## config.mk

```make
export PLATFORM = sky130hd
export DESIGN_NAME = dcrs_lerp
export DESIGN_NICKNAME = d
export VERILOG_FILES = /design/src/sv/dcrs_pkg.sv /design/src/sv/dcrs_lerp.sv
export SDC_FILE = /design/constraint.sdc
export NUM_CORES = 1
export LEC_CHECK = 0
export BUFFER_PORTS_ARGS = -buffer_cell sky130_fd_sc_hd__buf_2
export CAP_MARGIN = 20
export CORE_AREA = 2 2 182 95
export DETAILED_ROUTE_END_ITERATION = 8
export DIE_AREA = 0 0 184 97
export PLACE_DENSITY = 0.77
export SKIP_LAST_GASP = 1
export SYNTH_ARGS = -nofsm -noshare
export SYNTH_HDL_FRONTEND = slang
export SYNTH_SLANG_ARGS = --single-unit
```

## constraint.sdc

```tcl
create_clock -name clk -period 19.4 [get_ports clk]
set_clock_uncertainty 0.1 [all_clocks]
set_input_delay 1.94 -clock clk [delete_from_list [all_inputs] [get_ports clk]]
set_output_delay 1.94 -clock clk [all_outputs]
set_load 0.03 [all_outputs]
```

## src/sv/dcrs_pkg.sv

```systemverilog
// ----------------------------------------------------------------------------
// dcrs_pkg: shared types and constants for the day cycle RGB scheduler
// Clock geometry, codes for functions, keys, channels and frame phases, and
// the segment lookup used by the time keeper.
// ----------------------------------------------------------------------------
package dcrs_pkg;

  localparam int HOURS_PER_DAY      = 24;
  localparam int SEGMENTS_EACH_HOUR = 2;
  localparam int SEG_LEN            = 60 / SEGMENTS_EACH_HOUR;
  localparam int SEGS_PER_DAY       = HOURS_PER_DAY * SEGMENTS_EACH_HOUR;
  localparam int SEG_W              = (SEGS_PER_DAY > 1) ? $clog2(SEGS_PER_DAY) : 1;
  localparam int NUM_CH             = 3;

  localparam int MINUTES_MAX = 59;
  localparam int HALF_HOUR   = 30;

  localparam int RECIP_SHIFT = 24;
  localparam int RECIP       = ((1 << RECIP_SHIFT) + SEG_LEN - 1) / SEG_LEN;
  localparam int SAT_LIMIT   = 256 * SEG_LEN;

  localparam logic [2:0] STEP_FINE   = 3'd1;
  localparam logic [2:0] STEP_COARSE = 3'd5;

  localparam logic [1:0] CH_RED   = 2'd0;
  localparam logic [1:0] CH_GREEN = 2'd1;
  localparam logic [1:0] CH_BLUE  = 2'd2;

  localparam logic [7:0] BYTE_SYNC      = 8'hFF;
  localparam logic [7:0] BYTE_ZERO      = 8'h00;
  localparam logic [7:0] LEVEL_MAX      = 8'hFF;
  localparam logic [7:0] LEVEL_SENT_MAX = 8'hFE;

  typedef enum logic [1:0] {
    FUNC_TICK = 2'd0,
    FUNC_KEY  = 2'd1,
    FUNC_LOAD = 2'd2,
    FUNC_IDLE = 2'd3
  } func_t;

  typedef enum logic [3:0] {
    KEY_BLU_DN   = 4'd0,
    KEY_MIN_ZERO = 4'd1,
    KEY_FWD      = 4'd2,
    KEY_BACK     = 4'd3,
    KEY_STEP     = 4'd4,
    KEY_RED_UP   = 4'd5,
    KEY_RED_DN   = 4'd6,
    KEY_GRN_UP   = 4'd7,
    KEY_GRN_DN   = 4'd8,
    KEY_BLU_UP   = 4'd9
  } key_t;

  typedef enum logic [2:0] {
    PH_REPORT = 3'd0,
    PH_SYNC   = 3'd1,
    PH_ZERO   = 3'd2,
    PH_RED    = 3'd3,
    PH_GREEN  = 3'd4,
    PH_BLUE   = 3'd5
  } phase_t;

  typedef struct packed {
    logic [SEG_W-1:0] seg;
    logic [SEG_W-1:0] nseg;
    logic [5:0]       m;
    logic [4:0]       hour;
    logic [5:0]       minute;
  } clock_t;

  typedef struct packed {
    logic [7:0] red;
    logic [7:0] green;
    logic [7:0] blue;
    logic [4:0] hour;
    logic [5:0] minute;
  } report_t;

  function automatic logic [2:0] seg_of_hour(input logic [5:0] minute);
    logic [2:0] r;
    r = 3'd0;
    for (int j = 1; j < SEGMENTS_EACH_HOUR; j++) begin
      if (32'(minute) >= j * SEG_LEN) begin
        r = 3'(j);
      end
    end
    return r;
  endfunction

endpackage

```

## src/sv/dcrs_lerp.sv

```systemverilog
// ----------------------------------------------------------------------------
// dcrs_lerp: interpolation of one colour channel
// Forms the weighted sum of the two point values into a register, then
// divides by the segment length through a reciprocal and saturates.
// ----------------------------------------------------------------------------
module dcrs_lerp import dcrs_pkg::*; (
  input  logic       clk,
  input  logic       en,
  input  logic [7:0] base_a,
  input  logic [7:0] trim_a,
  input  logic [7:0] base_b,
  input  logic [7:0] trim_b,
  input  logic [5:0] m,
  output logic [7:0] level
);

  logic signed [9:0]  a;
  logic signed [9:0]  b;
  logic signed [6:0]  wa;
  logic signed [6:0]  wb;
  logic signed [17:0] pa;
  logic signed [17:0] pb;
  logic signed [17:0] n_nxt;
  logic signed [17:0] n_r;
  logic [13:0]        nlo;
  logic [37:0]        prod;

  assign a     = $signed({2'b00, base_a}) + $signed({{2{trim_a[7]}}, trim_a});
  assign b     = $signed({2'b00, base_b}) + $signed({{2{trim_b[7]}}, trim_b});
  assign wb    = $signed({1'b0, m});
  assign wa    = $signed(7'(SEG_LEN) - {1'b0, m});
  assign pa    = 18'(a) * 18'(wa);
  assign pb    = 18'(b) * 18'(wb);
  assign n_nxt = pa + pb;

  always_ff @(posedge clk) begin
    if (en) begin
      n_r <= n_nxt;
    end
  end

  assign nlo  = n_r[13:0];
  assign prod = 38'(nlo) * 38'(RECIP);

  always_comb begin
    if (n_r < 0) begin
      level = 8'd0;
    end else if (n_r >= 18'(SAT_LIMIT)) begin
      level = LEVEL_MAX;
    end else begin
      level = prod[RECIP_SHIFT +: 8];
    end
  end

endmodule

```

* Word-level counts from Yosys, hierarchy flattened
Index checks and enable logic that the tools add are counted.
** Word-level totals
- Bits in registers :: 18
- Input bits :: 40
- Logic and storage cells :: 12
- Output and inout port bits :: 8
** Operators by class
- Multiply operators :: 3
- Add/sub/neg operators :: 4
- $lt $le $gt $ge :: 2
- Mux-type cells :: 2
** Operators by type and width (count)
- multiplier 10 x 7 -> 17 bit :: 2
- multiplier 14 x 20 -> 32 bit, second input constant :: 1
- adder 9 x 8 -> 10 bit :: 2
- adder 17 x 17 -> 18 bit :: 1
- >= comparator 18 x 14 -> 1 bit, second input constant :: 1
- < comparator 18 x 1 -> 1 bit, second input constant :: 1
- two-way mux 8 bit :: 2
- subtractor 5 x 6 -> 7 bit, first input constant :: 1

* Depth between registers and ports, before layout
- Depth in word-level cells :: 3
- Mapped depth :: 28
- Mapped depth without buffers :: 28

* Worst setup path after synthesis
No wires, ideal clock.
- Path type :: in2reg
- Start :: input port base_a[0]
- End :: register n_r[14], data pin
- Stages :: 26
- Required time :: 19.041 ns
- Path buffers :: 0
- Slack :: 10.761 ns
- Library setup time :: 0.259 ns
- Arrival :: 8.281 ns
- Path through :: ha_1 > fa_1 > a21o_1 > a21oi_1 > o21ai_0 > a21oi_1 > o21bai_1 > xnor2_1 > nor2_1 > fa_1 > inv_1 > fa_1 > inv_1 > fa_1 > fa_1 > fa_1 > inv_1 > fa_1 > inv_1 > ha_1 > and2_1 > a31o_2 > a311oi_1 > o21ai_1 > a21o_1 > xor2_1
** Between the ends
- Longest elaborated chain between the ends :: 3
** Ends and longest elaborated chain
- start: declaration :: line dcrs_lerp.sv:9 : input logic [7:0] base_a,
- adder 9 x 8 -> 10 bit :: line dcrs_lerp.sv:28 : assign a = $signed({2'b00, base_a}) + $signed({{2{trim_a[7]}}, trim_a});
- multiplier 10 x 7 -> 17 bit :: line dcrs_lerp.sv:32 : assign pa = 18'(a) * 18'(wa);
- adder 17 x 17 -> 18 bit :: line dcrs_lerp.sv:34 : assign n_nxt = pa + pb;
- via n_nxt[14] :: line dcrs_lerp.sv:23 : logic signed [17:0] n_nxt;
- end signal: assignment :: line dcrs_lerp.sv:38 : n_r <= n_nxt;
- end: declaration :: line dcrs_lerp.sv:24 : logic signed [17:0] n_r;
The timed path passes the listed nets, and every way through them passes these cells.
A chain may end at the register's enable or synchronous reset.

* Final worst setup path
Ends and elaborated chain as after synthesis.

==> flow_metrics.py <==
metrics = {
    "outcome": {
        "status": "complete, no violations",
    },
    "route": {
        "drt_wl_total_um": 19800,
        "vias": 6427,
        "vias_per_cell": 5.41,
        "ant_nets": 0,
        "drc": 0,
        "first_pass_iters": 5,
        "drtIter0Drc": 441,
        "wl_per_cell_um": 16.7,
    },
    "clocking": {
        "cts_htree_levels": 1,
        "clk_transition_reported_paths_ns": 0.05,
        "cts_tree": "done",
        "root_buffer": "clkbuf_16",
        "ctsHoldBuffers": 0,
        "numCtsBuffers": 3,
        "cts_sinks": 18,
        "cts_resized": 0,
        "post-cts-setup-buffers": 0,
        "cts_buffer_depth": 2,
    },
    "setup_path": {
        "cp.required_ns": 19.31,
        "startpoint_type": "input pin",
        "cp_slowest_stage_delay_ns": 0.58,
        "worstPathMaxFanout": 7,
        "crit_arrival_ns": 9.23,
        "critical_path_class": "in -> reg",
        "cp-end-kind": "register",
        "crit_top_cell": "fa_1",
        "crit_slowest_cell": "xnor2_1",
    },
    "cells_and_area": {
        "synthToLayoutAreaGrowth_pct": 6.11,
        "largest_reg_flops": 18,
        "drive_gt1_frac": 0.0695,
        "num-nets-final": 1328,
        "layout_commonest_cell": "inv_1",
        "top_register": "n_r",
        "reg_top3": "n_r: 18 flops",
        "n_antenna_cell": 0,
        "nFillCells": 1424,
        "layout_common_cells": "inv_1, ha_1, fa_1",
    },
    "synth": {
        "avgSynthCellArea_um2": 9.19,
        "yosysWarnings": 0,
        "ys.flop_type": "edfxtp_1",
        "synth.distinct_cells": 58,
        "yosys.area.top_type_share": 0.336,
        "yosysSeqAreaShare": 0.0625,
        "async_flop_share": 0,
        "syn_area_mm2": 0.00865,
        "synth_top_area_cell": "fa_1",
        "netlist_top_cells_area": "fa_1, ha_1, inv_1",
        "syn_nets": 1288,
        "synth_edf_count": 18,
        "ys_seq_elements": 18,
        "syn_inst": 941,
    },
    "grt": {
        "first_global_vias": 6351,
        "grt_pass1_wl_um": 33100,
        "track_usage": 0.238,
        "gr-total-overflow": 0,
        "grt_max_degree": 19,
        "grt_antenna_before_repair": 0,
    },
    "worst_hold_path": {
        "hp-class": "in -> reg",
    },
    "placement": {
        "dpl.hpwl_um": 18000,
        "port_buffers": 47,
        "gp_congestion": 0.925,
    },
    "flow_run": {
        "max-cap-violations": 0,
    },
    "sta": {
        "worst_slew_pin_slew_ns": 1.07,
        "report.final.slew_viol_count": 0,
        "max_freq_mhz": 107,
        "final.min_clock_period_ns": 9.33,
        "slew_headroom": 0.281,
        "setup-violations-final": 0,
        "rsz0062_at_grt": "no",
        "fin_crit_sh": 0.481,
        "setup-tns-final_ns": 0,
        "hold_viol": 0,
    },
    "die": {
        "pin_count": 48,
        "die_x_um": 184,
        "core_mm2": 0.0161,
        "die-area_mm2": 0.0178,
        "initial_utilization": 0.537,
        "die_h_um": 97,
        "rows": 33,
    },
}
[final cells by class]
type | count | area, um2 | share of cell area
clock buffer | 3 | 75.1 | 0.00818
inverter | 227 | 852 | 0.0929
multi-input combinational | 684 | 7210 | 0.786
sequential | 18 | 541 | 0.0589
tap | 210 | 263 | 0.0286
timing repair buffer | 47 | 235 | 0.0256
[synth_stat cells (all sizes together) (2+ instances only)]
| library cell | n |
|---|---|
| inv | 226 |
| ha | 162 |
| fa | 145 |
| nor2 | 65 |
| nand2 | 51 |
| xnor2 | 44 |
| and2 | 34 |
| a21oi | 30 |
| o21ai | 20 |
| edfxtp | 18 |
| xor2 | 14 |
| nand3 | 13 |
| a21o | 12 |
| clkbuf | 11 |
| nor2b | 11 |
| o21a | 9 |
| nand2b | 8 |
| and3 | 7 |
| o21bai | 7 |
| or2 | 6 |
| a211oi | 4 |
| a31oi | 4 |
| nand4 | 3 |
| nor3 | 3 |
| or3 | 3 |
| a2111oi | 2 |
| a211o | 2 |
| a21boi | 2 |
| a221oi | 2 |
| a31o | 2 |
| o221ai | 2 |
| o31ai | 2 |
[through the flow]
step	util	setup WS, ns	cell area (um2)	instances	hold slack, ns
after floorplan	-	10.76	8650	941	1.95
after global placement	0.565	10.03	9100	1186	2.30
after detailed placement	0.565	9.89	9100	1186	2.32
after CTS	0.570	10.12	9170	1189	2.06
after global routing	0.570	9.64	9170	1189	2.08
final	0.570	10.07	9170	1189	2.06
[path summary, 6_finish.rpt]
| check | startpoint | to | slack (ns) | depth (start not counted) |
|---|---|---|---|---|
| setup / recovery | base_a[0] | n_r[14] | 10.07 | 27 |
| hold / removal | en | n_r[15] | 2.06 | 1 |
[per-layer routing]
metal | share of wire | vias to the layer above | wire, um | global-route usage
met5 | 0 | - | 0 | 0
met4 | 0.0032 | 0 | 63 | 0.0166
met1 | 0.53 | 3134 | 10400 | 0.405
li1 | - | 3053 | - | -
met3 | 0.10 | 7 | 2060 | 0.0595
met2 | 0.37 | 233 | 7280 | 0.306
[critical path, delay by kind of cell]
| kind | cells | cell delay [ns] |
|---|---|---|
| adders and majority gates | 9 | 4.03 |
| AOI/OAI and AO/OA | 9 | 1.94 |
| xor gates and xnor gates | 2 | 0.71 |
| and+or+nand+nor | 2 | 0.32 |
| buffers and inverters | 5 | 0.31 |
[cells by family after synthesis]
kind of cell | count (synthesis) | synth area share
AO/OA/AOI/OAI | 110 | 0.0860
XOR/XNOR | 58 | 0.0588
buffers and inverters | 239 | 0.104
AND/OR/NAND/NOR | 208 | 0.117
adder cells (fa/ha/maj) | 307 | 0.570
flip-flops | 18 | 0.0625
multiplexers | 1 | 0.00174
Power is left out: the tool's default activity adds up to more than one toggle a clock period on the data nets, which glitch-free logic cannot reach.
