--- config.mk ---
export PLATFORM = sky130hd
export DESIGN_NAME = dcrs_tbl
export DESIGN_NICKNAME = d
export VERILOG_FILES = /design/src/sv/dcrs_pkg.sv /design/src/sv/dcrs_tbl.sv
export SDC_FILE = /design/constraint.sdc
export NUM_CORES = 1
export LEC_CHECK = 0
export BUFFER_PORTS_ARGS = -buffer_cell sky130_fd_sc_hd__buf_2
export CORE_MARGIN = 8
export CORE_UTILIZATION = 32
export DETAILED_ROUTE_END_ITERATION = 8
export HOLD_SLACK_MARGIN = 0.12
export PLACE_DENSITY = 0.58
export SYNTH_ARGS = -nofsm -noshare
export SYNTH_HDL_FRONTEND = slang
export SYNTH_SLANG_ARGS = --single-unit
--- constraint.sdc ---
create_clock -name clk -period 2.9 [get_ports clk]
set_input_delay 0.435 -clock clk [delete_from_list [all_inputs] [get_ports clk]]
set_output_delay 0.435 -clock clk [all_outputs]
set_load 0.02 [all_outputs]
--- src/sv/dcrs_pkg.sv ---
// ----------------------------------------------------------------------------
// dcrs_pkg: shared types and constants for the day cycle RGB scheduler
// Clock geometry, codes for functions, keys, channels and frame phases, and
// the segment lookup used by the time keeper.
// ----------------------------------------------------------------------------
package dcrs_pkg;

  localparam int HOURS_PER_DAY      = 24;
  localparam int SEGMENTS_EACH_HOUR = 2;
  localparam int SEG_LEN            = 60 / SEGMENTS_EACH_HOUR;
  localparam int SEGS_PER_DAY       = HOURS_PER_DAY * SEGMENTS_EACH_HOUR;
  localparam int SEG_W              = (SEGS_PER_DAY > 1) ? $clog2(SEGS_PER_DAY) : 1;
  localparam int NUM_CH             = 3;

  localparam int MINUTES_MAX = 59;
  localparam int HALF_HOUR   = 30;

  localparam int RECIP_SHIFT = 24;
  localparam int RECIP       = ((1 << RECIP_SHIFT) + SEG_LEN - 1) / SEG_LEN;
  localparam int SAT_LIMIT   = 256 * SEG_LEN;

  localparam logic [2:0] STEP_FINE   = 3'd1;
  localparam logic [2:0] STEP_COARSE = 3'd5;

  localparam logic [1:0] CH_RED   = 2'd0;
  localparam logic [1:0] CH_GREEN = 2'd1;
  localparam logic [1:0] CH_BLUE  = 2'd2;

  localparam logic [7:0] BYTE_SYNC      = 8'hFF;
  localparam logic [7:0] BYTE_ZERO      = 8'h00;
  localparam logic [7:0] LEVEL_MAX      = 8'hFF;
  localparam logic [7:0] LEVEL_SENT_MAX = 8'hFE;

  typedef enum logic [1:0] {
    FUNC_TICK = 2'd0,
    FUNC_KEY  = 2'd1,
    FUNC_LOAD = 2'd2,
    FUNC_IDLE = 2'd3
  } func_t;

  typedef enum logic [3:0] {
    KEY_BLU_DN   = 4'd0,
    KEY_MIN_ZERO = 4'd1,
    KEY_FWD      = 4'd2,
    KEY_BACK     = 4'd3,
    KEY_STEP     = 4'd4,
    KEY_RED_UP   = 4'd5,
    KEY_RED_DN   = 4'd6,
    KEY_GRN_UP   = 4'd7,
    KEY_GRN_DN   = 4'd8,
    KEY_BLU_UP   = 4'd9
  } key_t;

  typedef enum logic [2:0] {
    PH_REPORT = 3'd0,
    PH_SYNC   = 3'd1,
    PH_ZERO   = 3'd2,
    PH_RED    = 3'd3,
    PH_GREEN  = 3'd4,
    PH_BLUE   = 3'd5
  } phase_t;

  typedef struct packed {
    logic [SEG_W-1:0] seg;
    logic [SEG_W-1:0] nseg;
    logic [5:0]       m;
    logic [4:0]       hour;
    logic [5:0]       minute;
  } clock_t;

  typedef struct packed {
    logic [7:0] red;
    logic [7:0] green;
    logic [7:0] blue;
    logic [4:0] hour;
    logic [5:0] minute;
  } report_t;

  function automatic logic [2:0] seg_of_hour(input logic [5:0] minute);
    logic [2:0] r;
    r = 3'd0;
    for (int j = 1; j < SEGMENTS_EACH_HOUR; j++) begin
      if (32'(minute) >= j * SEG_LEN) begin
        r = 3'(j);
      end
    end
    return r;
  endfunction

endpackage

--- src/sv/dcrs_tbl.sv ---
// ----------------------------------------------------------------------------
// dcrs_tbl: one schedule table of a colour channel
// One write port, two registered read ports with write bypass; entries never
// written read as zero through per-entry valid bits.
// ----------------------------------------------------------------------------
module dcrs_tbl import dcrs_pkg::*; (
  input  logic             clk,
  input  logic             rst_n,
  input  logic             we,
  input  logic [SEG_W-1:0] waddr,
  input  logic [7:0]       wdata,
  input  logic             re,
  input  logic [SEG_W-1:0] raddr_a,
  input  logic [SEG_W-1:0] raddr_b,
  output logic [7:0]       rdata_a,
  output logic [7:0]       rdata_b
);

  logic [7:0]              mem_r [SEGS_PER_DAY];
  logic [SEGS_PER_DAY-1:0] vld_r;
  logic [7:0]              da_r;
  logic [7:0]              db_r;
  logic                    va_r;
  logic                    vb_r;
  logic                    hit_a;
  logic                    hit_b;

  assign hit_a = we && (waddr == raddr_a);
  assign hit_b = we && (waddr == raddr_b);

  always_ff @(posedge clk) begin
    if (we) begin
      mem_r[waddr] <= wdata;
    end
  end

  always_ff @(posedge clk) begin
    if (re) begin
      da_r <= hit_a ? wdata : mem_r[raddr_a];
      db_r <= hit_b ? wdata : mem_r[raddr_b];
    end
  end

  always_ff @(posedge clk) begin
    if (!rst_n) begin
      vld_r <= '0;
      va_r  <= 1'b0;
      vb_r  <= 1'b0;
    end else begin
      if (we) begin
        vld_r[waddr] <= 1'b1;
      end
      if (re) begin
        va_r <= hit_a || vld_r[raddr_a];
        vb_r <= hit_b || vld_r[raddr_b];
      end
    end
  end

  assign rdata_a = va_r ? da_r : '0;
  assign rdata_b = vb_r ? db_r : '0;

endmodule

# --- Word level (Yosys, flattened, before mapping) ---
# Memory sizes are Yosys's and may differ from the RTL's. A register that Yosys moved wholly into a read port is not among the register bits.
# Index checks and enable logic that the tools add are counted.
totals:
  ff_bits: 50
  mem_bits_rw: 384
  inputBits: 30
  n_memories: 1
classes:
  n_lt_le_gt_ge: 4
  eq_ne: 2
  n_mux: 10
  bitwise_logic: 1
  n_reduce_logical: 5
memory_table:
  columns: ["name", "depth", "width", "read_ports", "rd_ports_with_merged_regs", "write_ports", "line_no", "text"]
  rows:
  - ["mem_r", 48, 8, 2, 2, 1, "dcrs_tbl.sv:19", "logic [7:0] mem_r [SEGS_PER_DAY];"]
op_table:
  columns: ["op", "n"]
  rows:
  - ["$or A48 B48 Y48", 1]
  - ["$lt A6 B7 Y1 const B", 3]
  - ["$mux W8", 2]
  - ["$bmux W1 S6", 2]
  - ["$eq A6 B6 Y1", 2]
  - ["$demux W1 S6", 1]
  - ["$ge A6 B1 Y1 const B", 1]
  - ["$mux W1", 5]
  - ["$logic_and A1 B1 Y1", 3]
  - ["$logic_or A1 B1 Y1", 2]

# --- Depth between registers and ports, before layout ---
# Gate-level depths: netlist of run 1.
depth:
  word_depth: 5
  mapped_depth: 9

# --- Worst setup path before layout of run 1 ---
# No wires, ideal clock.
synth_timing:
  path_type: "in2reg"
  startpoint: "in raddr_a[0]"
  endpoint: "reg da_r[4] (read register of mem_r), data pin"
  arrival_ns: 1.927
  required_time_ns: 2.642
  path_slack_ns: 0.715
  stages: 7
  path_cell_list: "buf_6 buf_6 buf_2 mux4_2 a221oi_1 nand3_1 o221a_2"
synth_lines:
  columns: ["element", "line_no", "text"]
  rows:
  - ["start: declaration", "dcrs_tbl.sv:13", "input logic [SEG_W-1:0] raddr_a,"]
  - ["end: declaration", "dcrs_tbl.sv:21", "logic [7:0] da_r;"]

# --- Final worst setup path of run 1 ---
layout_timing:
  startpoint: "reg vb_r"
  endpoint: "out rdata_b[6]"
layout_via:
  elab_chain_len: 1
layout_lines:
  columns: ["element", "line_no", "text"]
  rows:
  - ["start: declaration", "dcrs_tbl.sv:24", "logic vb_r;"]
  - ["start signal: assignment", "dcrs_tbl.sv:55", "vb_r <= hit_b || vld_r[raddr_b];"]
  - ["$mux W8", "dcrs_tbl.sv:61", "assign rdata_b = vb_r ? db_r : '0;"]
  - ["end: declaration", "dcrs_tbl.sv:16", "output logic [7:0] rdata_b"]
# Every way passes these cells.

==> results of run 1 <==
critical path, delay by kind of cell, from the launching register on:
family / cells / cell delay [ns]
simple gates: 1 / 0.38
buf+inv: 1 / 0.24
flops: 1 / 0.55
path summary, 6_finish.rpt:
path	from	end	slack, ns	cells past startpoint
hold / removal	raddr_b[5]	vb_r	0.30	3
hold reg to reg	vld_r[47]	vld_r[47]	0.48	1
setup reg to reg	mem_r[11][7]	da_r[7]	0.75	6
setup / recovery	vb_r	rdata_b[6]	0.70	2
power by group through the flow:
stage                     clock (mW)  combinational, mW  sequential, mW
after floorplan                    0              0.760            7.28
after global placement             0               1.31            7.31
after detailed placement           0               1.31            7.31
after CTS                       6.40               1.32            7.17
after global routing            6.61               1.39            7.18
final                           6.31               1.33            7.17
synthesized netlist by cell type (all sizes together) (29+ instances only):
master  number  share of area, %
mux4       187                20
a22oi       33               1.2
o21a        48               1.7
nor2b       30              0.88
dfxtp       50               4.7
clkbuf      29              0.51
nand2       39              0.69
edfxtp     400                56
mux2i       65               3.1
buf         66               2.0
nand3       37              0.87
nor2        65               1.1
metal layers:
| layer | up-vias | GRT usage (%) | wire length [um] |
|---|---|---|---|
| li1 | 5483 | - | - |
| met1 | 7079 | 26.2 | 29900 |
| met2 | 772 | 28.0 | 31100 |
| met3 | 108 | 4.46 | 7310 |
| met4 | 0 | 5.35 | 2040 |
| met5 | - | 0 | 0 |
state kept, by name, indices dropped and copies added, names as in the netlist:
name	cells
vld_r	48
vb_r	1
mem_r	384
db_r	8
da_r	8
va_r	1
area by class of cell:
cell class	instances	area (um^2)
Fill cell	6148	41000
Sequential cell	450	13000
Multi-Input combinational cell	703	7760
Timing Repair Buffer	174	1350
Clock buffer	69	1300
Tap cell	864	1080
Clock inverter	23	295
Inverter	7	26.3
Antenna cell	2	5.00
cells by family after synthesis:
logic type | count (synthesis)
AND/OR/NAND/NOR | 241
buffers and inverters | 102
AO/OA/AOI/OAI | 180
flip-flops | 450
multiplexers | 270
XOR/XNOR | 12
==> results.py, run 1 <==
metrics = {
    "status": {
        "status": "finished, final reports clean",
    },
    "setup_path": {
        "cp_max_fo": 9,
        "required_ns": 2.47,
        "crit_arrival_ns": 1.77,
        "cp-end-kind": "primary output",
        "criticalPathCategory": "reg -> out",
        "start_kind": "flop",
        "critPathMaxStageDelay_ns": 0.55,
        "crit_slowest_cell": "dfxtp_1",
        "crit_chain": "and2_1 -> buf_2",
    },
    "clock_tree": {
        "htree_levels": 2,
        "cts_buffers": 49,
        "cts_tree": "built",
        "cts_buffer_depth": 3,
        "cts_hold_buffers": 0,
        "post_cts_resized": 0,
        "cts.sinks": 450,
        "cts_root_buf": "clkbuf_16",
        "cts.clk_slew.worst_paths_ns": 0.06,
        "post_cts_buffers": 0,
        "clk_latency_ns": 0.60,
    },
    "drt": {
        "vias": 13400,
        "drt-wirelength-per-cell_um": 30.7,
        "drt_pre_antenna_iters": 7,
        "drc": 0,
        "ant_nets": 0,
        "wl_um": 70300,
        "drt_iter0_drc": 1767,
        "vias_per_cell": 5.86,
    },
    "pwr": {
        "powerDensity_nw_per_um2": 597,
        "p_clk_share_pct": 42.6,
        "vdd_ir_drop_max_mv": 0.426,
        "switching_share_pct": 23.5,
        "power_frac_seq_pct": 48.4,
        "p_int_mw": 11.3,
        "combPwrFrac_pct": 9.0,
        "p_leak_nw": 8.19,
        "finalPower_mw": 14.8,
        "netSwitchingPower_mw": 3.49,
    },
    "global_routing": {
        "grt_max_degree": 36,
        "grt_pass1_vias": 13500,
        "grt-ovfl-total": 0,
        "antenna_found_initial": 1,
        "grt_pass1_wl_um": 100000,
        "grt_usage_pct": 18.5,
    },
    "yosys": {
        "yosys.area_share.adder_pct": 0,
        "synth_area_per_cell_um2": 17.0,
        "syn_inst": 1255,
        "synth-edff-count": 400,
        "ys_warn_count": 0,
        "muxShareOfSynthArea_pct": 23.7,
        "syn_nets": 1285,
        "synthXorXnorAreaFrac_pct": 0.493,
        "yosys.area_share.simple_pct": 5.71,
        "synth_top_family_by_area": "multiplexers",
        "synth_flop_cell": "edfxtp_1",
        "async_reset_ff_share_pct": 0,
        "ys_ff_latch": 450,
        "synth_area_um2": 21300,
        "ys_seq_area_share_pct": 61.0,
        "synth-compound-area-share_pct": 6.42,
        "yosysUniqueCellTypes": 60,
    },
    "finish": {
        "design_area_um2": 24800,
        "fin_nets": 1415,
        "syn_to_final_growth_pct": 16.4,
        "stdcell_count": 2292,
        "fin_util_pct": 37.7,
        "final_common_cell": "edfxtp_1",
        "layout_common_cells": "400 x edfxtp_1, 187 x mux4_2, 122 x buf_4",
        "drive_gt1_share_pct": 32.0,
    },
    "timing": {
        "finalCriticalPeriod_ns": 2.20,
        "relSlewSlack_pct": 43.8,
        "finalWorstSetupSlack_ns": 0.697,
        "fin_skew_ns": 0.0117,
        "fmax_mhz": 454,
        "worst_pin_slew_ns": 0.840,
        "setup_violations": 0,
        "rsz0062_at_grt": "false",
        "tns_ns": 0,
        "maxSlewViolCount": 0,
        "hold_violations": 0,
        "whs_ns": 0.297,
        "final.period_utilization_pct": 76.0,
    },
    "floorplan": {
        "core_um2": 65900,
        "rows": 94,
        "io_pins": 46,
        "dieArea_um2": 75200,
        "die_w_um": 274,
        "chipHeight_um": 274,
        "start_util_pct": 32.4,
    },
    "placement": {
        "place_inst": 2198,
        "dpl_cell_area_um2": 23200,
        "gp_congestion": 0.916,
        "port_buffers": 45,
        "dp.final_hpwl_um": 49800,
        "place_ws_ns": 0.112,
    },
    "flow_run": {
        "drv_cap": 0,
    },
    "worst_hold_path": {
        "hold_class": "in -> reg",
    },
}
Note: power is estimated with default switching activity, not from simulation.
==> inputs of run 2 (changes only) <==
==> constraint.sdc (replaced) <==
create_clock -name clk -period 2.3 [get_ports clk]
set_input_delay 0.345 -clock clk [delete_from_list [all_inputs] [get_ports clk]]
set_output_delay 0.345 -clock clk [all_outputs]
set_load 0.02 [all_outputs]
==> run 2 against run 1 <==
Flip-flop and latch count stayed put. Sequential power is 26% higher. Final cell count is 3.6% higher. Highest routed layer unchanged. Combinational power is 36% higher. Power is 27% higher.
==> results.py, run 2 (same netlist as run 1, synthesis figures left out) <==
metrics = {
    "drt": {
        "drt_iter0_drc": 1961,
        "ant_nets": 0,
        "vias": 13700,
        "vias_per_cell": 5.77,
        "drc": 0,
        "drt-wirelength-per-cell_um": 30.4,
        "drt_pre_antenna_iters": 5,
        "wl_um": 72200,
    },
    "timing": {
        "maxSlewViolCount": 0,
        "relSlewSlack_pct": 49.8,
        "final.period_utilization_pct": 94.0,
        "setup_violations": 0,
        "fmax_mhz": 463,
        "hold_violations": 0,
        "worst_pin_slew_ns": 0.752,
        "rsz0062_at_grt": "false",
        "finalCriticalPeriod_ns": 2.16,
        "whs_ns": 0.158,
        "fin_skew_ns": 0.0207,
        "finalWorstSetupSlack_ns": 0.139,
    },
    "global_routing": {
        "grt_pass1_vias": 13800,
        "grt-ovfl-total": 0,
        "grt_pass1_wl_um": 102000,
        "grt_max_degree": 41,
        "grt_usage_pct": 18.9,
        "antenna_found_initial": 2,
    },
    "setup_path": {
        "criticalPathCategory": "reg -> reg",
        "crit_chain": "mux4_2 -> a222oi_1 -> nand3_1 -> o221a_2",
        "crit_slowest_cell": "mux4_2",
        "reg2reg_from": "mem_r[47][3]",
        "start_kind": "flop",
        "cp-end-kind": "flop",
        "cp_max_fo": 2,
        "required_ns": 2.62,
        "r2r-end": "db_r[3]",
        "ff2ff_path_depth": 4,
        "critPathMaxStageDelay_ns": 0.54,
        "crit_arrival_ns": 2.48,
        "r2r_slack_ns": 0.14,
    },
    "pwr": {
        "switching_share_pct": 23.5,
        "vdd_ir_drop_max_mv": 0.472,
        "finalPower_mw": 18.8,
        "power_frac_seq_pct": 48.2,
        "powerDensity_nw_per_um2": 732,
        "combPwrFrac_pct": 9.6,
        "p_clk_share_pct": 42.2,
        "p_int_mw": 14.4,
        "p_leak_nw": 8.65,
        "netSwitchingPower_mw": 4.41,
    },
    "clock_tree": {
        "clk_latency_ns": 0.60,
        "cts.sinks": 450,
        "cts_tree": "built",
        "cts_buffer_depth": 3,
        "cts_root_buf": "clkbuf_16",
        "cts.clk_slew.worst_paths_ns": 0.06,
        "cts_buffers": 48,
        "htree_levels": 2,
        "post_cts_buffers": 0,
    },
    "finish": {
        "syn_to_final_growth_pct": 20.2,
        "top_regs": "mem_r x384, vld_r x48",
        "layout_common_cells": "400 x edfxtp_1, 196 x buf_4, 187 x mux4_2",
        "drive_gt1_share_pct": 36.2,
        "final_common_cell": "edfxtp_1",
        "top_register": "mem_r",
        "fin_nets": 1502,
        "largest_reg_flops": 384,
    },
    "placement": {
        "dp.final_hpwl_um": 52500,
        "port_buffers": 45,
        "place_ws_ns": -0.302,
        "gp_congestion": 0.957,
    },
    "floorplan": {
        "core_um2": 65900,
        "chipHeight_um": 274,
        "dieArea_um2": 75200,
        "io_pins": 46,
        "die_w_um": 274,
        "rows": 94,
        "start_util_pct": 32.4,
    },
    "worst_hold_path": {
        "hold_depth": 2,
        "hold_class": "in -> reg",
        "hp-start": "rst_n",
        "holdPathEnd": "vld_r[46]",
    },
    "status": {
        "status": "finished, final reports clean",
    },
    "flow_run": {
        "drv_cap": 0,
    },
}
## run 2: routing by layer
layer	track usage [%]	vias up	share of wire [%]
li1	-	5645	-
met1	26.6	7164	41
met2	29.2	789	45
met3	3.68	113	10
met4	6.21	0	3.2
met5	0	-	0
## run 2: worst max path at each step
stage / startpoint / to / slack, ns
2_1_floorplan: raddr_a[0] / da_r[4] / 0.20
3_3_place_gp: raddr_b[0] / db_r[3] / -0.30
3_5_place_dp: raddr_b[0] / db_r[6] / -0.30
4_1_cts: mem_r[47][3] / db_r[3] / 0.13
5_1_grt: mem_r[47][1] / db_r[1] / 0.1
6_report: mem_r[47][3] / db_r[3] / 0.14
## run 2: worst max-delay path: cells and delay by family (launching register included)
kind / cells / cell delay [ns]
AOI/OAI and AO/OA: 2 / 0.70
muxes: 1 / 0.54
DFF: 1 / 0.37
and+or+nand+nor: 1 / 0.28
## run 2: final cells by class
| class | count | area [um^2] |
|---|---|---|
| fillers | 6038 | 40200 |
| flip-flops and latches | 450 | 13000 |
| diodes | 1 | 2.50 |
| well taps | 864 | 1080 |
| multi-input cells | 703 | 7760 |
| clock inverters | 29 | 322 |
| clock buffers | 59 | 1260 |
| repair buffers | 262 | 2170 |
| inverters | 7 | 26.3 |
## run 2: power by group through the flow
| stage | sequential (mW) | clock [mW] | combinational, mW |
|---|---|---|---|
| global placement | 9.22 | 0 | 1.79 |
| detailed placement | 9.22 | 0 | 1.79 |
| global route | 9.05 | 8.32 | 1.89 |
| CTS | 9.05 | 8.02 | 1.80 |
| finish | 9.05 | 7.91 | 1.81 |
| floorplan | 9.18 | 0 | 0.959 |
## run 2: metrics by stage
stage	instances	util (%)	TNS (ns)	instance area, um^2
2_1_floorplan	1255	-	0	21300
3_3_place_gp	2285	36.5	-2.79	24000
3_5_place_dp	2285	36.5	-2.83	24000
4_1_cts	2374	38.9	0	25600
5_1_grt	2375	38.9	0	25600
6_report	2375	38.9	0	25600
## run 2: timing repair
action                    in CTS  in global routing
hold buffers                   1                  0
gates resized for setup        0                  0
hold endpoints to repair       3                  0
==> inputs of run 3 (changes only) <==
--- a/config.mk
+++ b/config.mk
@@ -9,8 +9,9 @@
 export CORE_MARGIN = 8
 export CORE_UTILIZATION = 32
 export DETAILED_ROUTE_END_ITERATION = 8
-export HOLD_SLACK_MARGIN = 0.12
-export PLACE_DENSITY = 0.58
+export HOLD_SLACK_MARGIN = 0.1
+export PLACE_DENSITY = 0.6
+export SETUP_SLACK_MARGIN = 0.4
 export SYNTH_ARGS = -nofsm -noshare
 export SYNTH_HDL_FRONTEND = slang
 export SYNTH_SLANG_ARGS = --single-unit
==> constraint.sdc (replaced) <==
create_clock -name clk -period 1.8 [get_ports clk]
set_input_delay 0.27 -clock clk [delete_from_list [all_inputs] [get_ports clk]]
set_output_delay 0.27 -clock clk [all_outputs]
set_load 0.02 [all_outputs]
==> run 3 against run 2 <==
The flow now finishes with violations (negative setup slack). Power increased by 32%. Final area increased by 10%. Via count up 3.0%. Flip-flop and latch count did not move. Clock power is 33% higher. Sequential power grew 27%. Final cell count rose by 3.5%. First-iteration DRC count shrank 17%. Non-clock buffer count up 84. Largest cell class unchanged. Largest power group unchanged.
==> results.py, run 3 (same netlist as run 1, synthesis figures left out) <==
metrics = {
    "floorplan": {
        "chipHeight_um": 274,
        "rows": 94,
        "dieArea_um2": 75200,
        "core_um2": 65900,
        "start_util_pct": 32.4,
        "io_pins": 46,
        "die_w_um": 274,
    },
    "clock_tree": {
        "htree_levels": 2,
        "cts_buffers": 47,
        "cts_root_buf": "clkbuf_16",
        "cts.sinks": 450,
        "clk_latency_ns": 0.60,
        "cts.clk_slew.worst_paths_ns": 0.06,
        "cts_buffer_depth": 3,
        "cts_tree": "built",
    },
    "global_routing": {
        "grt-ovfl-total": 0,
        "grt_pass1_vias": 14400,
        "grt_usage_pct": 19.1,
        "grt_max_degree": 48,
        "antenna_found_initial": 1,
        "grt_pass1_wl_um": 104000,
    },
    "timing": {
        "maxSlewViolCount": 0,
        "fin_skew_ns": 0.0241,
        "fmax_mhz": 496,
        "finalWorstSetupSlack_ns": -0.216,
        "finalCriticalPeriod_ns": 2.02,
        "setup_violations": 12,
        "relSlewSlack_pct": 28.2,
        "final.period_utilization_pct": 112,
        "hold_violations": 0,
        "rsz0062_at_grt": "true",
        "worst_pin_slew_ns": 1.07,
    },
    "status": {
        "status": "finished with violations",
        "violations": "negative setup slack",
    },
    "placement": {
        "dpl_cell_area_um2": 25600,
        "port_buffers": 45,
        "dp.final_hpwl_um": 50100,
        "place_ws_ns": -0.926,
        "gp_congestion": 0.908,
    },
    "flow_run": {
        "drv_cap": 0,
    },
    "pwr": {
        "switching_share_pct": 23.0,
        "finalPower_mw": 24.7,
        "p_leak_nw": 9.47,
        "p_clk_share_pct": 42.5,
        "power_frac_seq_pct": 46.6,
        "vdd_ir_drop_max_mv": 0.696,
        "netSwitchingPower_mw": 5.69,
        "combPwrFrac_pct": 10.8,
        "p_int_mw": 19.0,
        "powerDensity_nw_per_um2": 877,
    },
    "drt": {
        "vias_per_cell": 5.75,
        "wl_um": 72600,
        "drc": 0,
        "drt_pre_antenna_iters": 6,
        "drt-wirelength-per-cell_um": 29.6,
        "vias": 14100,
        "drt_iter0_drc": 1619,
        "ant_nets": 0,
    },
    "finish": {
        "syn_to_final_growth_pct": 32.3,
        "fill_cells": 5795,
        "top_register": "mem_r",
        "largest_reg_flops": 384,
        "final_common_cell": "edfxtp_1",
        "layout_common_cells": "400 x edfxtp_1, 207 x buf_4, 187 x mux4_2",
        "regArea_um2": 13000,
        "fin_nets": 1585,
        "drive_gt1_share_pct": 49.0,
        "top_regs": "mem_r x384, vld_r x48",
        "design_area_um2": 28200,
        "fin_util_pct": 42.8,
        "antenna_cells": 0,
        "multiInputGateArea_um2": 8710,
    },
    "setup_path": {
        "cp_max_fo": 2,
        "crit_chain": "mux4_2 -> mux2i_2 -> o211ai_1 -> and2_1 -> o221a_2",
        "crit_slowest_cell": "mux4_2",
        "r2r_slack_ns": -0.22,
        "criticalPathCategory": "reg -> reg",
        "start_kind": "flop",
        "cp.buffers_inverters": 0,
        "r2r-end": "da_r[2]",
        "critPathMaxStageDelay_ns": 0.53,
        "cp-end-kind": "flop",
        "required_ns": 2.13,
        "path_depth": 5,
        "crit_path_end": "da_r[2]",
        "crit_arrival_ns": 2.35,
        "reg2reg_from": "mem_r[7][2]",
        "crit_family": "multiplexers",
        "crit_start": "mem_r[7][2]",
        "ff2ff_path_depth": 5,
    },
    "worst_hold_path": {
        "hold_class": "in -> reg",
    },
}
run 3: worst min-delay path by stage:
stage	startpoint	end	depth (start not counted)	slack [ns]
finish	wdata[4]	da_r[4]	2	0.13
global route	wdata[4]	da_r[4]	2	0.13
CTS	wdata[4]	da_r[4]	2	0.12
detailed placement	vld_r[18]	vld_r[18]	1	0.47
global placement	vld_r[37]	vld_r[37]	1	0.46
floorplan	wdata[0]	mem_r[0][0]	0	0.37
run 3: metrics by stage:
stage / instances / setup TNS (ns) / hold slack (ns)
floorplan: 1255 / -0.655 / 0.369
finish: 2457 / -1.51 / 0.127
global route: 2457 / -2.04 / 0.131
global placement: 2339 / -11.59 / 0.459
CTS: 2453 / -1.35 / 0.115
detailed placement: 2339 / -12.43 / 0.471
run 3: power by group through the flow:
stage                     logic (mW)  clock network [mW]  registers, mW
after floorplan                 1.39                   0           11.7
after global placement          2.39                   0           11.8
after detailed placement        2.41                   0           11.8
after CTS                       2.63                10.6           11.5
after global routing            2.79                11.0           11.5
final                           2.68                10.5           11.5
run 3: per-layer routing:
layer	GRT usage [%]	vias up	wire length (um)
li1	-	5832	-
met2	29.8	783	33400
met5	0	-	0
met1	26.3	7372	29800
met4	6.71	0	2750
met3	3.83	138	6680
run 3: what timing repair did:
item,CTS,global route
hold endpoints to repair,10,0
gates cloned,2,0
gates resized for setup,137,27
setup buffers,22,4
endpoints found under the setup margin,34,34
hold buffers,3,0
pin swaps,41,18
run 3: layout make-up:
| class | instances | share of cell area [%] |
|---|---|---|
| well taps | 864 | 3.83 |
| clock inverters | 28 | 1.47 |
| flip-flops and latches | 450 | 46.2 |
| inverters | 7 | 0.0976 |
| repair buffers | 346 | 13.1 |
| multi-input cells | 703 | 30.9 |
| clock buffers | 59 | 4.40 |
